--- src/rhc_pkg.sv ---
// Shared types and constants for the RGB to HSV converter.
// No dependencies; imported by every module of the block.
`default_nettype none

package rhc_pkg;

    localparam int CH_W      = 8;   // colour channel width
    localparam int HUE_W     = 15;  // hue field width
    localparam int SAT_W     = 16;  // saturation field width (Q1.15)
    localparam int DIV_W     = 9;   // divisor width: 2*max or 2*delta
    localparam int DIV_STEPS = 4;   // quotient bits resolved per divider stage
    localparam int SAT_SHIFT = 16;  // 2 * 32768 as a shift
    localparam int SAT_MIN_Q = 16;  // quotient bits saturation needs
    localparam int HUE_INT_Q = 9;   // quotient bits of whole degrees (< 512)
    localparam int NUM_W     = 18;  // signed hue numerator, degrees times delta
    localparam int HUE_G_DEG = 120;
    localparam int HUE_B_DEG = 240;
    localparam int HUE_SLOPE = 60;
    localparam int HUE_WRAP  = 360;

    // Which channel is the largest; red wins ties, then green.
    typedef enum logic [2:0] {
        SEL_RED   = 3'b001,
        SEL_GREEN = 3'b010,
        SEL_BLUE  = 3'b100
    } rhc_sel_t;

    // Side information that travels with each pixel through the divider.
    typedef struct packed {
        logic [CH_W-1:0] value;
        logic            sat_zero;
        logic            hue_zero;
    } rhc_side_t;

endpackage

`default_nettype wire

--- src/rhc_front.sv ---
// Front end: max/min/delta and sector pick, then the dividends and divisors.
// Two register stages with valid/ready; depends on rhc_pkg.
`default_nettype none

module rhc_front import rhc_pkg::*; #(
    parameter int HUE_FRAC_BITS = 6,
    parameter int QW            = 16
) (
    input  wire  logic             aclk,
    input  wire  logic             aresetn,
    input  wire  logic             in_valid,
    output logic                   in_ready,
    input  wire  logic [CH_W-1:0]  red,
    input  wire  logic [CH_W-1:0]  green,
    input  wire  logic [CH_W-1:0]  blue,
    output logic                   out_valid,
    input  wire  logic             out_ready,
    output rhc_side_t              out_side,
    output logic [DIV_W-1:0]       out_rem_s,
    output logic [QW-1:0]          out_q_s,
    output logic [DIV_W-1:0]       out_den_s,
    output logic [DIV_W-1:0]       out_rem_h,
    output logic [QW-1:0]          out_q_h,
    output logic [DIV_W-1:0]       out_den_h
);

    localparam int NW = QW + DIV_W;

    // stage A
    logic                    va_reg;
    logic [CH_W-1:0]         mx_reg;
    logic [CH_W-1:0]         d_reg;
    rhc_sel_t                sel_reg;
    logic signed [CH_W:0]    diff_reg;
    logic                    a_ready;

    logic [CH_W-1:0]         mx_rg, mx_next, mn_rg, mn_next;
    rhc_sel_t                sel_next;
    logic signed [CH_W:0]    diff_next;

    // stage B
    logic                    vb_reg;
    logic                    b_ready;
    logic signed [NUM_W-1:0] base_term, diff_term, num_raw, num_w;
    logic [NUM_W-2:0]        num_u;
    logic [NW-1:0]           n_sat, n_hue;

    assign b_ready  = !vb_reg || out_ready;
    assign a_ready  = !va_reg || b_ready;
    assign in_ready = a_ready;

    always_comb begin
        mx_rg     = (red >= green) ? red : green;
        mx_next   = (mx_rg >= blue) ? mx_rg : blue;
        mn_rg     = (red <= green) ? red : green;
        mn_next   = (mn_rg <= blue) ? mn_rg : blue;
        if (red == mx_next) begin
            sel_next  = SEL_RED;
            diff_next = $signed({1'b0, green}) - $signed({1'b0, blue});
        end else if (green == mx_next) begin
            sel_next  = SEL_GREEN;
            diff_next = $signed({1'b0, blue}) - $signed({1'b0, red});
        end else begin
            sel_next  = SEL_BLUE;
            diff_next = $signed({1'b0, red}) - $signed({1'b0, green});
        end
    end

    always_ff @(posedge aclk) begin
        if (!aresetn) begin
            va_reg <= 1'b0;
        end else if (a_ready) begin
            va_reg <= in_valid;
        end
    end

    always_ff @(posedge aclk) begin
        if (in_valid && a_ready) begin
            mx_reg   <= mx_next;
            d_reg    <= mx_next - mn_next;
            sel_reg  <= sel_next;
            diff_reg <= diff_next;
        end
    end

    // Hue numerator in degrees times delta, wrapped into [0, 360*delta)
    always_comb begin
        unique case (sel_reg)
            SEL_RED:   base_term = '0;
            SEL_GREEN: base_term = NUM_W'(HUE_G_DEG) * NUM_W'(d_reg);
            SEL_BLUE:  base_term = NUM_W'(HUE_B_DEG) * NUM_W'(d_reg);
            default:   base_term = '0;
        endcase
        diff_term = {{(NUM_W-CH_W-1){diff_reg[CH_W]}}, diff_reg} * NUM_W'(HUE_SLOPE);
        num_raw   = base_term + diff_term;
        if (num_raw[NUM_W-1]) begin
            num_w = num_raw + NUM_W'(HUE_WRAP) * NUM_W'(d_reg);
        end else begin
            num_w = num_raw;
        end
        num_u = num_w[NUM_W-2:0];
        // round to nearest: (2*num*2^F + d) / (2*d)
        n_hue = (NW'(num_u) << (HUE_FRAC_BITS + 1)) + NW'(d_reg);
        // (2*d*32768 + max) / (2*max)
        n_sat = (NW'(d_reg) << SAT_SHIFT) + NW'(mx_reg);
    end

    always_ff @(posedge aclk) begin
        if (!aresetn) begin
            vb_reg <= 1'b0;
        end else if (b_ready) begin
            vb_reg <= va_reg;
        end
    end

    always_ff @(posedge aclk) begin
        if (va_reg && b_ready) begin
            out_side.value    <= mx_reg;
            out_side.sat_zero <= (mx_reg == '0);
            out_side.hue_zero <= (d_reg == '0);
            out_rem_s         <= n_sat[NW-1:QW];
            out_q_s           <= n_sat[QW-1:0];
            out_den_s         <= {mx_reg, 1'b0};
            out_rem_h         <= n_hue[NW-1:QW];
            out_q_h           <= n_hue[QW-1:0];
            out_den_h         <= {d_reg, 1'b0};
        end
    end

    assign out_valid = vb_reg;

endmodule

`default_nettype wire

--- src/rhc_div_lane.sv ---
// A few restoring-division steps: one quotient bit per step.
// Combinational; depends on rhc_pkg.
`default_nettype none

module rhc_div_lane import rhc_pkg::*; #(
    parameter int QW = 16
) (
    input  wire  logic [DIV_W-1:0] rem_in,
    input  wire  logic [QW-1:0]    q_in,
    input  wire  logic [DIV_W-1:0] den,
    output logic [DIV_W-1:0]       rem_out,
    output logic [QW-1:0]          q_out
);

    // q holds the dividend bits still to come on top and quotient bits below
    always_comb begin : p_steps
        logic [DIV_W:0]   t;
        logic [DIV_W-1:0] r;
        logic [QW-1:0]    qq;
        logic             qbit;
        r  = rem_in;
        qq = q_in;
        for (int i = 0; i < DIV_STEPS; i++) begin
            t = {r, qq[QW-1]};
            if (t >= {1'b0, den}) begin
                r    = DIV_W'(t - {1'b0, den});
                qbit = 1'b1;
            end else begin
                r    = t[DIV_W-1:0];
                qbit = 1'b0;
            end
            qq = {qq[QW-2:0], qbit};
        end
        rem_out = r;
        q_out   = qq;
    end

endmodule

`default_nettype wire

--- src/rhc_div_stage.sv ---
// One register stage of the two pipelined dividers (saturation and hue).
// Depends on rhc_pkg and rhc_div_lane.
`default_nettype none

module rhc_div_stage import rhc_pkg::*; #(
    parameter int QW = 16
) (
    input  wire  logic             aclk,
    input  wire  logic             aresetn,
    input  wire  logic             in_valid,
    output logic                   in_ready,
    input  wire  rhc_side_t        in_side,
    input  wire  logic [DIV_W-1:0] in_rem_s,
    input  wire  logic [QW-1:0]    in_q_s,
    input  wire  logic [DIV_W-1:0] in_den_s,
    input  wire  logic [DIV_W-1:0] in_rem_h,
    input  wire  logic [QW-1:0]    in_q_h,
    input  wire  logic [DIV_W-1:0] in_den_h,
    output logic                   out_valid,
    input  wire  logic             out_ready,
    output rhc_side_t              out_side,
    output logic [DIV_W-1:0]       out_rem_s,
    output logic [QW-1:0]          out_q_s,
    output logic [DIV_W-1:0]       out_den_s,
    output logic [DIV_W-1:0]       out_rem_h,
    output logic [QW-1:0]          out_q_h,
    output logic [DIV_W-1:0]       out_den_h
);

    logic             v_reg;
    logic [DIV_W-1:0] rem_s_next, rem_h_next;
    logic [QW-1:0]    q_s_next, q_h_next;

    assign in_ready  = !v_reg || out_ready;
    assign out_valid = v_reg;

    rhc_div_lane #(.QW(QW)) u_sat (
        .rem_in  (in_rem_s),
        .q_in    (in_q_s),
        .den     (in_den_s),
        .rem_out (rem_s_next),
        .q_out   (q_s_next)
    );

    rhc_div_lane #(.QW(QW)) u_hue (
        .rem_in  (in_rem_h),
        .q_in    (in_q_h),
        .den     (in_den_h),
        .rem_out (rem_h_next),
        .q_out   (q_h_next)
    );

    always_ff @(posedge aclk) begin
        if (!aresetn) begin
            v_reg <= 1'b0;
        end else if (in_ready) begin
            v_reg <= in_valid;
        end
    end

    always_ff @(posedge aclk) begin
        if (in_valid && in_ready) begin
            out_side  <= in_side;
            out_rem_s <= rem_s_next;
            out_q_s   <= q_s_next;
            out_den_s <= in_den_s;
            out_rem_h <= rem_h_next;
            out_q_h   <= q_h_next;
            out_den_h <= in_den_h;
        end
    end

endmodule

`default_nettype wire

--- src/rgb_to_hsv_converter.sv ---
// RGB to HSV converter, top level: front end, divider pipeline, output register.
// Depends on rhc_pkg, rhc_front and rhc_div_stage.
//
// Usage:
//   Input stream s_axis_*: one pixel per request, red/green/blue in tdata.
//   Output stream m_axis_*: hue (1/2^HUE_FRAC_BITS degree), saturation (Q1.15)
//   and value, one result per pixel, in input order.
//   Throughput is one pixel per cycle when the receiver keeps tready high.
//   A request passes the front-end registers, then NSTAGE =
//   ceil(max(16, 9 + HUE_FRAC_BITS) / 4) divider stages, each resolving four
//   quotient bits of both divisions, then the output register.
//   Each stage has its own valid bit and stalls only when the next one is
//   full, so bubbles are squeezed out while m_axis_tready is low; once the
//   pipeline is full s_axis_tready drops and nothing is lost or repeated.
//   Synchronous reset (aresetn low) empties every stage; no results are
//   pending afterwards.
`default_nettype none

module rgb_to_hsv_converter import rhc_pkg::*; #(
    parameter int HUE_FRAC_BITS = 6
) (
    input  wire  logic        aclk,
    input  wire  logic        aresetn,
    input  wire  logic        s_axis_tvalid,
    output logic              s_axis_tready,
    input  wire  logic [23:0] s_axis_tdata,   // red[7:0], green[15:8], blue[23:16]
    output logic              m_axis_tvalid,
    input  wire  logic        m_axis_tready,
    output logic [39:0]       m_axis_tdata    // hue[14:0], saturation[30:15],
                                              // value[38:31], zero[39]
);

    localparam int QW_MIN = (HUE_FRAC_BITS + HUE_INT_Q > SAT_MIN_Q) ?
                            HUE_FRAC_BITS + HUE_INT_Q : SAT_MIN_Q;
    localparam int NSTAGE = (QW_MIN + DIV_STEPS - 1) / DIV_STEPS;
    localparam int QW     = NSTAGE * DIV_STEPS;

    logic             vld [NSTAGE+1];
    logic             rdy [NSTAGE+1];
    rhc_side_t        side [NSTAGE+1];
    logic [DIV_W-1:0] rem_s [NSTAGE+1];
    logic [QW-1:0]    q_s   [NSTAGE+1];
    logic [DIV_W-1:0] den_s [NSTAGE+1];
    logic [DIV_W-1:0] rem_h [NSTAGE+1];
    logic [QW-1:0]    q_h   [NSTAGE+1];
    logic [DIV_W-1:0] den_h [NSTAGE+1];

    logic             m_valid_reg;
    logic [HUE_W-1:0] hue_reg;
    logic [SAT_W-1:0] sat_reg;
    logic [CH_W-1:0]  value_reg;

    rhc_front #(
        .HUE_FRAC_BITS (HUE_FRAC_BITS),
        .QW            (QW)
    ) u_front (
        .aclk      (aclk),
        .aresetn   (aresetn),
        .in_valid  (s_axis_tvalid),
        .in_ready  (s_axis_tready),
        .red       (s_axis_tdata[7:0]),
        .green     (s_axis_tdata[15:8]),
        .blue      (s_axis_tdata[23:16]),
        .out_valid (vld[0]),
        .out_ready (rdy[0]),
        .out_side  (side[0]),
        .out_rem_s (rem_s[0]),
        .out_q_s   (q_s[0]),
        .out_den_s (den_s[0]),
        .out_rem_h (rem_h[0]),
        .out_q_h   (q_h[0]),
        .out_den_h (den_h[0])
    );

    for (genvar k = 0; k < NSTAGE; k++) begin : g_div
        rhc_div_stage #(.QW(QW)) u_stage (
            .aclk      (aclk),
            .aresetn   (aresetn),
            .in_valid  (vld[k]),
            .in_ready  (rdy[k]),
            .in_side   (side[k]),
            .in_rem_s  (rem_s[k]),
            .in_q_s    (q_s[k]),
            .in_den_s  (den_s[k]),
            .in_rem_h  (rem_h[k]),
            .in_q_h    (q_h[k]),
            .in_den_h  (den_h[k]),
            .out_valid (vld[k+1]),
            .out_ready (rdy[k+1]),
            .out_side  (side[k+1]),
            .out_rem_s (rem_s[k+1]),
            .out_q_s   (q_s[k+1]),
            .out_den_s (den_s[k+1]),
            .out_rem_h (rem_h[k+1]),
            .out_q_h   (q_h[k+1]),
            .out_den_h (den_h[k+1])
        );
    end

    assign rdy[NSTAGE] = !m_valid_reg || m_axis_tready;

    always_ff @(posedge aclk) begin
        if (!aresetn) begin
            m_valid_reg <= 1'b0;
        end else if (rdy[NSTAGE]) begin
            m_valid_reg <= vld[NSTAGE];
        end
    end

    // black and grey pixels: the divisor was zero, so the quotient is masked
    always_ff @(posedge aclk) begin
        if (vld[NSTAGE] && rdy[NSTAGE]) begin
            hue_reg   <= side[NSTAGE].hue_zero ? '0 : q_h[NSTAGE][HUE_W-1:0];
            sat_reg   <= side[NSTAGE].sat_zero ? '0 : q_s[NSTAGE][SAT_W-1:0];
            value_reg <= side[NSTAGE].value;
        end
    end

    assign m_axis_tvalid = m_valid_reg;
    assign m_axis_tdata  = {1'b0, value_reg, sat_reg, hue_reg};

endmodule

`default_nettype wire

--- config.mk ---
export PLATFORM = sky130hd
export DESIGN_NAME = rgb_to_hsv_converter
export DESIGN_NICKNAME = d
export VERILOG_FILES = /design/src/rhc_pkg.sv /design/src/rhc_front.sv /design/src/rhc_div_lane.sv /design/src/rhc_div_stage.sv /design/src/rgb_to_hsv_converter.sv
export SDC_FILE = /design/constraint.sdc
export NUM_CORES = 1
export LEC_CHECK = 0
export BUFFER_PORTS_ARGS = -buffer_cell sky130_fd_sc_hd__buf_2
export CELL_PAD_IN_SITES_DETAIL_PLACEMENT = 1
export CELL_PAD_IN_SITES_GLOBAL_PLACEMENT = 2
export CORE_MARGIN = 3
export CORE_UTILIZATION = 38
export DETAILED_ROUTE_END_ITERATION = 8
export HOLD_SLACK_MARGIN = 0.1
export PLACE_DENSITY_LB_ADDON = 0.1
export SYNTH_ARGS = -nofsm -noshare
export SYNTH_HDL_FRONTEND = slang
export SYNTH_SLANG_ARGS = --single-unit
--- constraint.sdc ---
create_clock -name aclk -period 7.65 [get_ports aclk]
set_input_delay 1.53 -clock aclk [delete_from_list [all_inputs] [get_ports aclk]]
set_output_delay 1.53 -clock aclk [all_outputs]
set_load 0.005 [all_outputs]
==> results of run 1 <==
==> what timing repair did <==
| action | in CTS | in global routing |
|---|---|---|
| setup buffers | 20 | 42 |
| cloned | 1 | 2 |
| pin swaps | 20 | 92 |
| resized for setup | 50 | 248 |
| setup endpoints to repair | 49 | 56 |
==> final timing paths <==
| kind | endpoint | from | cells after the start | slack, ns |
|---|---|---|---|---|
| max | g_div[1].u_stage.out_rem_s[7]$_DFFE_PP_ | g_div[0].u_stage.out_side[3]$_DFFE_PP_ | 36 | 0.21 |
| min | g_div[2].u_stage.out_side[1]$_DFFE_PP_ | g_div[1].u_stage.out_side[1]$_DFFE_PP_ | 0 | 0.41 |
| max reg2reg | g_div[1].u_stage.out_rem_s[7]$_DFFE_PP_ | g_div[0].u_stage.out_side[3]$_DFFE_PP_ | 36 | 0.21 |
| min reg2reg | g_div[2].u_stage.out_side[1]$_DFFE_PP_ | g_div[1].u_stage.out_side[1]$_DFFE_PP_ | 0 | 0.41 |
==> critical path, delay by kind of cell, from the launching register on <==
kind                       cells  cell delay [ns]
AOI/OAI and AO/OA             15             3.14
and+or+nand+nor                9             1.22
adders and majority gates      4             1.01
buffers and inverters          6             0.75
muxes                          2             0.64
DFF                            1             0.40
==> routing by layer <==
| layer | up-vias | routed length, µm | GRT usage |
|---|---|---|---|
| met5 | - | 0 | 0 |
| met1 | 11722 | 40000 | 0.281 |
| met2 | 251 | 43300 | 0.391 |
| met4 | 0 | 1780 | 0.0486 |
| li1 | 11626 | - | - |
| met3 | 103 | 1910 | 0.0213 |
==> metrics by stage <==
stage | cell area [µm²] | hold WS, ns | setup TNS (ns)
2_1_floorplan | 28400 | 0.400 | -0.0302
3_3_place_gp | 32700 | 0.401 | -0.372
3_5_place_dp | 32700 | 0.406 | -12.98
4_1_cts | 34200 | 0.405 | 0
5_1_grt | 35700 | 0.422 | -1.90
6_report | 35700 | 0.410 | 0
==> final cells by class <==
cell class                 count  share of cell area
multi-input combinational   2281               0.548
sequential                   299               0.249
timing repair buffer         507               0.103
tap                          959              0.0336
inverter                     298              0.0317
clock buffer                  49              0.0292
clock inverter                20             0.00473
timing repair inverter         1            0.000210
==> layout by cell type (no fill, tap or decap), drive strengths merged, types with 69 or more instances in the layout <==
master,netlist,layout
mux2,94,94
buf,11,506
xnor2,154,154
fa,69,69
nand2,140,140
inv,296,296
nor2,198,198
xor2,71,71
edfxtp,292,292
o21ai,162,162
ha,384,384
a21o,89,89
a21oi,210,210
nor2b,112,112
==> cell families after synthesis <==
kind of cell,after synthesis,synth area share
multiplexers,148,0.0569
XOR/XNOR,225,0.0696
AND/OR/NAND/NOR,744,0.134
flip-flops,299,0.315
other,1,0.000132
buffers and inverters,332,0.0447
AO/OA/AOI/OAI,709,0.161
adder cells (fa/ha/maj),453,0.219
==> results.ini, run 1 <==
[hold_path]
hp-class=reg -> reg

[critical_path]
worstPathArrival_ns=7.73
cp-start-kind=register
worstSetupEndpointType=register
crit_type=reg -> reg
cpMostUsedCell=a21oi_2
critPathMaxStageDelay_ns=0.43
slowest_stage=o41a_1
cp_data_required_time_ns=7.94
crit_path_max_fanout=8

[synthesis]
ys_seq_area_frac=0.315
synth_top_cells_by_count=384 x ha_1, 292 x edfxtp_1, 288 x inv_1, 210 x a21oi_1, 198 x nor2_1
syn_nets=3392
async_flop_share=0
synth_cell_type_count=88
synth_top_area_share=0.310
netlist.top_cell.by_area=edfxtp_1
synth_edf_count=292
ys.flop_type=edfxtp_1
synthTopCellsByArea=edfxtp_1 31%, ha_1 17%, fa_1 4.9%
avgSynthCellArea_um2=9.72
syn_inst=2911
ys_warn_count=0
synthesis.area_um2=28300
yosysMostFrequentCell=ha_1
ys_ff_latch=299

[final_layout]
antenna_cells=0
syn_to_final_growth_pct=26.3
fin_nets=3908
fill_cells=8250
multiInputGateArea_um2=19600
seq_area_um2=8910
utilization=0.487
drive_gt1_frac=0.267
biggestRegsByFlops=g_div.u_stage.out_q_h (51), g_div.u_stage.out_q_s (51), g_div.u_stage.out_side (28)
final_cells=4414

[clock_network]
clkLatencyLatePin_ns=0.56
htreeDepth=2
cts_buffers=39
clock_path_buffers=3
cts_tree=yes
hold_buffers=0
clkTransAtPathRegs_ns=0.06
cts_root_buf=clkbuf_16
clock-sinks=299

[detailed_routing]
drt_pass1_iterations=5
drt_wl_total_um=87000
dr_total_vias=23702
wire_per_inst_um=19.7
ant_nets=0
vias_per_cell=5.37
drtIter0Drc=838
drc=0

[place]
dp_slack_ns=-0.447
hpwl_um=69100
port_buffers=68
gp_congestion=0.879
dp.cells=4280

[timing]
worstMarginPinSlew_ns=0.947
hold_violations=0
period_minus_slack_ns=7.44
worst_slack_ns=0.206
fin_skew_ns=0.0236
relSlewSlack=0.368
period_share=0.973
setup_viol=0
max_freq_mhz=134
slew_violations=0

[die]
rows=99
die_h_um=279
core_um2=73300
die-area_um2=77800
io-pin-count=70
die_x_um=279
start_util=0.386

[grt]
grt_pass1_wl_um=137000
grt_pass1_vias=25623
grt_max_degree=46
antenna_found_initial=0
grt-ovfl-total=0
grt_util_all_layers=0.217

[run_status]
status=completed

[flow_run]
drv_cap=0

Power of run 1 is not shown: default switching activity piles up to over one toggle a cycle in this logic, so the estimate is an artifact.
==> inputs of run 2 (changes only) <==
Settings changed: ABC_CLOCK_PERIOD_IN_PS set to 7650, RECOVER_POWER set to 50.
==> run 2 against run 1 <==
  * Utilization shrank 0.097 points
  * Global-route usage is the same
  * Register-to-register slack about the same
==> results.ini, run 2 (synthesis gave the netlist of run 1 again) <==
[grt]
grt_max_degree=46
grt_pass1_vias=25623
grt_pass1_wl_um=137000
use_met2=0.391
grt-ovfl-total=0
globalRoute.busiestLayer=met2
grt_use_met3=0.0213
use_met1=0.281
antenna_found_initial=0
grt_util_all_layers=0.217

[clock_network]
clkTransAtPathRegs_ns=0.06
clock-sinks=299
hold_buffers=0
cts_buffers=39
cts_tree=yes
clkLatencyLatePin_ns=0.56
cts_root_buf=clkbuf_16
clock_path_buffers=3
htreeDepth=2

[detailed_routing]
vias_per_cell=5.37
wire_per_inst_um=19.7
drt_wl_total_um=87100
drt_pass1_iterations=4
drc=0
dr_total_vias=23715
drtIter0Drc=798
ant_nets=0

[critical_path]
worstSetupEndpointType=register
ff2ff_path_depth=34
crit_path_max_fanout=8
critPathMaxStageDelay_ns=0.43
worstPathArrival_ns=7.72
r2r_start=g_div[0].u_stage.out_side[3]$_DFFE_PP_
slowest_stage=o41a_1
crit_type=reg -> reg
cpMostUsedCell=a21oi_2
cp_data_required_time_ns=7.94
reg2reg_to=g_div[1].u_stage.out_rem_s[7]$_DFFE_PP_
rrSetupSlack_ns=0.22
cp-start-kind=register

[timing]
relSlewSlack=0.362
worstMarginPinSlew_ns=0.955
hold_ws_ns=0.410
slew_violations=0
max_freq_mhz=135
setup_viol=0
fin_skew_ns=0.0230
hold_violations=0
tns_ns=0
period_minus_slack_ns=7.43
period_share=0.972

[die]
core_um2=73300
io-pin-count=70
die_h_um=279
die_x_um=279
start_util=0.386
rows=99
die-area_um2=77800

[flow_run]
drv_cap=0

[final_layout]
fill_cells=8268
utilization=0.486
syn_to_final_growth_pct=26.0
drive_gt1_frac=0.261
final_cells=4414
biggestRegsByFlops=g_div.u_stage.out_q_h (51), g_div.u_stage.out_q_s (51), g_div.u_stage.out_side (28)
layout_commonest_cell=buf_4
layout_common_cells=405 x buf_4, 341 x ha_1, 292 x edfxtp_1
fin_nets=3908
antenna_cells=0

[place]
port_buffers=68
hpwl_um=69100
dp.cells=4280
gp_congestion=0.879

[hold_path]
holdPathStages=0
hold_path_end=g_div[2].u_stage.out_side[1]$_DFFE_PP_
hp-class=reg -> reg
hold_path.startpoint=g_div[1].u_stage.out_side[1]$_DFFE_PP_

[run_status]
status=completed

[run 2: area by class of cell]
type	instances	area (µm²)	area share
well taps	959	1200	0.0336
multi-input cells	2281	19600	0.549
inverters	298	1130	0.0317
repair inverters	1	7.51	0.000210
clock inverters	20	169	0.00474
clock buffers	49	1040	0.0293
repair buffers	507	3610	0.101
flip-flops and latches	299	8910	0.250
[run 2: worst max path at each step]
| stage | startpoint | end | slack, ns | depth (start not counted) |
|---|---|---|---|---|
| floorplan | g_div[2].u_stage.out_q_s[13]$_DFFE_PP_ | g_div[3].u_stage.out_q_s[0]$_DFFE_PP_ | -0.03 | 39 |
| global placement | g_div[1].u_stage.out_q_s[9]$_DFFE_PP_ | g_div[2].u_stage.out_rem_s[2]$_DFFE_PP_ | -0.12 | 34 |
| detailed placement | g_div[1].u_stage.out_q_h[12]$_DFFE_PP_ | g_div[2].u_stage.out_rem_h[5]$_DFFE_PP_ | -0.45 | 35 |
| CTS | g_div[0].u_stage.out_side[3]$_DFFE_PP_ | g_div[1].u_stage.out_rem_s[7]$_DFFE_PP_ | 0.001 | 34 |
| global route | u_front.out_den_h[2]$_DFFE_PP_ | g_div[0].u_stage.out_rem_h[4]$_DFFE_PP_ | -0.10 | 38 |
| finish | g_div[0].u_stage.out_side[3]$_DFFE_PP_ | g_div[1].u_stage.out_rem_s[7]$_DFFE_PP_ | 0.22 | 34 |
[run 2: repair_timing]
action,4_1_cts,5_1_grt
hold endpoints to repair,0,0
pin swaps,20,92
gates resized for setup,50,248
buffers inserted,20,42
setup endpoints to repair,49,56
cloned,1,2
[run 2: critical path: cells and delay by family, from the launching register on]
family,cells,cell delay (ns)
compound gates,15,3.12
mux,3,1.05
fa+ha+maj,4,1.02
simple gates,6,0.82
buf+inv,6,0.74
flops,1,0.40
[run 2: per-stage QoR]
stage | instance area (µm²) | setup slack (ns)
finish | 35700 | 0.215
global route | 35700 | -0.105
CTS | 34200 | 0.00102
detailed placement | 32700 | -0.447
global placement | 32700 | -0.121
floorplan | 28400 | -0.0302
[run 2: routing by layer]
metal	vias to the layer above	wire length [µm]
li1	11630	-
met3	101	1710
met2	243	43300
met4	0	1790
met5	-	0
met1	11741	40200
Power of run 2 is left out for the same reason.
==> inputs of run 3 (changes only) <==
Settings changed: CORE_MARGIN 3 to 5, PLACE_DENSITY set to 0.77, PLACE_DENSITY_LB_ADDON 0.1 to unset.
==> run 3 against run 2 <==
  * Register-to-register slack lost 0.097 ns
  * Hold slack gained 0.0018 ns
  * Fmax shrank 1.3%
  * Clock-buffer cell count shrank 3
  * Cell count shrank 0.54%
  * Cell area shrank 0.67%
  * Clock skew is essentially flat
  * Wire length shrank 2.0%
  * Non-clock buffer count shrank 32
  * First-iteration DRC count grew 17%
  * Critical path depth grew 6
  * Sequential share of layout area grew 0.17 points
==> results.ini, run 3 (synthesis gave the netlist of run 1 again) <==
[clock_network]
clkTransAtPathRegs_ns=0.06
cts_tree=yes
clock_path_buffers=3
cts_root_buf=clkbuf_16
clock-sinks=299
cts_buffers=38
htreeDepth=2
clkLatencyLatePin_ns=0.56

[detailed_routing]
vias_per_cell=5.39
drtIter0Drc=935
drc=0
drt_wl_total_um=85400
drt_pass1_iterations=5
dr_total_vias=23675
wire_per_inst_um=19.4
ant_nets=0

[die]
die_x_um=283
die-area_um2=80000
core_um2=74200
rows=100
die_h_um=283
io-pin-count=70
start_util=0.381

[place]
dpl_cell_area_um2=32400
gp_congestion=0.892
port_buffers=68
dp.cells=4249
dp_slack_ns=-0.471
hpwl_um=67800

[grt]
grt_pass1_vias=25697
grt_pass1_wl_um=134000
antenna_found_initial=0
grt-ovfl-total=0
grt_util_all_layers=0.201
grt_max_degree=58

[critical_path]
slowest_stage=edfxtp_1
worstSetupEndpointType=register
worstPathArrival_ns=7.84
crit_path_max_fanout=6
r2r_start=g_div[0].u_stage.out_side[3]$_DFFE_PP_
reg2reg_to=g_div[1].u_stage.out_rem_s[4]$_DFFE_PP_
critPathMaxStageDelay_ns=0.42
cp_data_required_time_ns=7.95
cp-start-kind=register
rrSetupSlack_ns=0.12
ff2ff_path_depth=40
crit_type=reg -> reg
cpMostUsedCell=buf_4

[timing]
hold_violations=0
fin_skew_ns=0.0234
worstMarginPinSlew_ns=1.07
period_share=0.985
max_freq_mhz=133
slew_violations=0
tns_ns=0
setup_viol=0
relSlewSlack=0.289
period_minus_slack_ns=7.53
worst_slack_ns=0.118

[final_layout]
multiInputGateArea_um2=19600
layout_commonest_cell=buf_4
final_cells=4390
fill_cells=8308
fin_nets=3875
drive_gt1_frac=0.257
layout_common_cells=385 x buf_4, 342 x ha_1, 292 x edfxtp_1
final_cell_area_um2=35400
syn_to_final_growth_pct=25.2
seq_area_um2=8910
biggestRegsByFlops=g_div.u_stage.out_q_h (51), g_div.u_stage.out_q_s (51), g_div.u_stage.out_side (28)
antenna_cells=0

[hold_path]
holdPathStages=0
hp-class=reg -> reg
hold_path.startpoint=g_div[1].u_stage.out_q_h[1]$_DFFE_PP_
hold_path_end=g_div[2].u_stage.out_q_h[5]$_DFFE_PP_

[run_status]
status=completed

[flow_run]
drv_cap=0

-- run 3: cell types whose count changed in the layout (fill, tap and decap cells not counted), sizes merged --
cell           change
clkinvlp           -1
clkinv             -1
clkdlybuf4s15      -1
bufinv             +3
clkbuf            -13
buf               -21
-- run 3: worst max-delay path by stage --
| stage | endpoint | slack, ns | start |
|---|---|---|---|
| 2_1_floorplan | g_div[3].u_stage.out_q_s[0]$_DFFE_PP_ | -0.03 | g_div[2].u_stage.out_q_s[13]$_DFFE_PP_ |
| 3_3_place_gp | g_div[0].u_stage.out_rem_s[2]$_DFFE_PP_ | -0.17 | u_front.out_den_h[3]$_DFFE_PP_ |
| 3_5_place_dp | g_div[0].u_stage.out_rem_s[7]$_DFFE_PP_ | -0.47 | u_front.out_den_h[3]$_DFFE_PP_ |
| 4_1_cts | g_div[0].u_stage.out_rem_h[1]$_DFFE_PP_ | 0.002 | u_front.out_den_h[2]$_DFFE_PP_ |
| 5_1_grt | g_div[1].u_stage.out_rem_h[8]$_DFFE_PP_ | -0.18 | g_div[0].u_stage.out_den_h[2]$_DFFE_PP_ |
| 6_report | g_div[1].u_stage.out_rem_s[4]$_DFFE_PP_ | 0.12 | g_div[0].u_stage.out_side[3]$_DFFE_PP_ |
-- run 3: per-stage QoR --
step,util,hold slack [ns]
2_1_floorplan,-,0.400
3_3_place_gp,0.436,0.401
3_5_place_dp,0.436,0.406
4_1_cts,0.458,0.413
5_1_grt,0.477,0.424
6_report,0.477,0.411
-- run 3: area by class of cell --
cell class / count / area share
clock inverters: 21 / 0.00600
clock buffers: 46 / 0.0283
inverters: 298 / 0.0320
repair inverters: 1 / 0.000212
well taps: 969 / 0.0342
flip-flops and latches: 299 / 0.251
repair buffers: 475 / 0.0954
multi-input cells: 2281 / 0.552
-- run 3: layer usage --
metal / global-route usage / routed length (µm)
met3: 0.0229 / 2040
met5: 0 / 0
met4: 0.0533 / 2180
met1: 0.251 / 37600
met2: 0.369 / 43500
-- run 3: critical path: cells and delay by family, from the launching register on --
kind / cells / cell delay, ns
AOI/OAI and AO/OA: 15 / 3.31
and+or+nand+nor: 8 / 0.80
buffers and inverters: 12 / 1.37
DFF: 1 / 0.42
adders and majority gates: 4 / 1.10
muxes: 1 / 0.25
-- run 3: what timing repair did --
action / 4_1_cts / 5_1_grt
setup endpoints to repair: 55 / 56
setup buffers: 25 / 46
cloned: 1 / 2
pin swaps: 26 / 79
gates resized for setup: 62 / 243
hold buffers: 0 / 0
Power of run 3 is left out for the same reason.
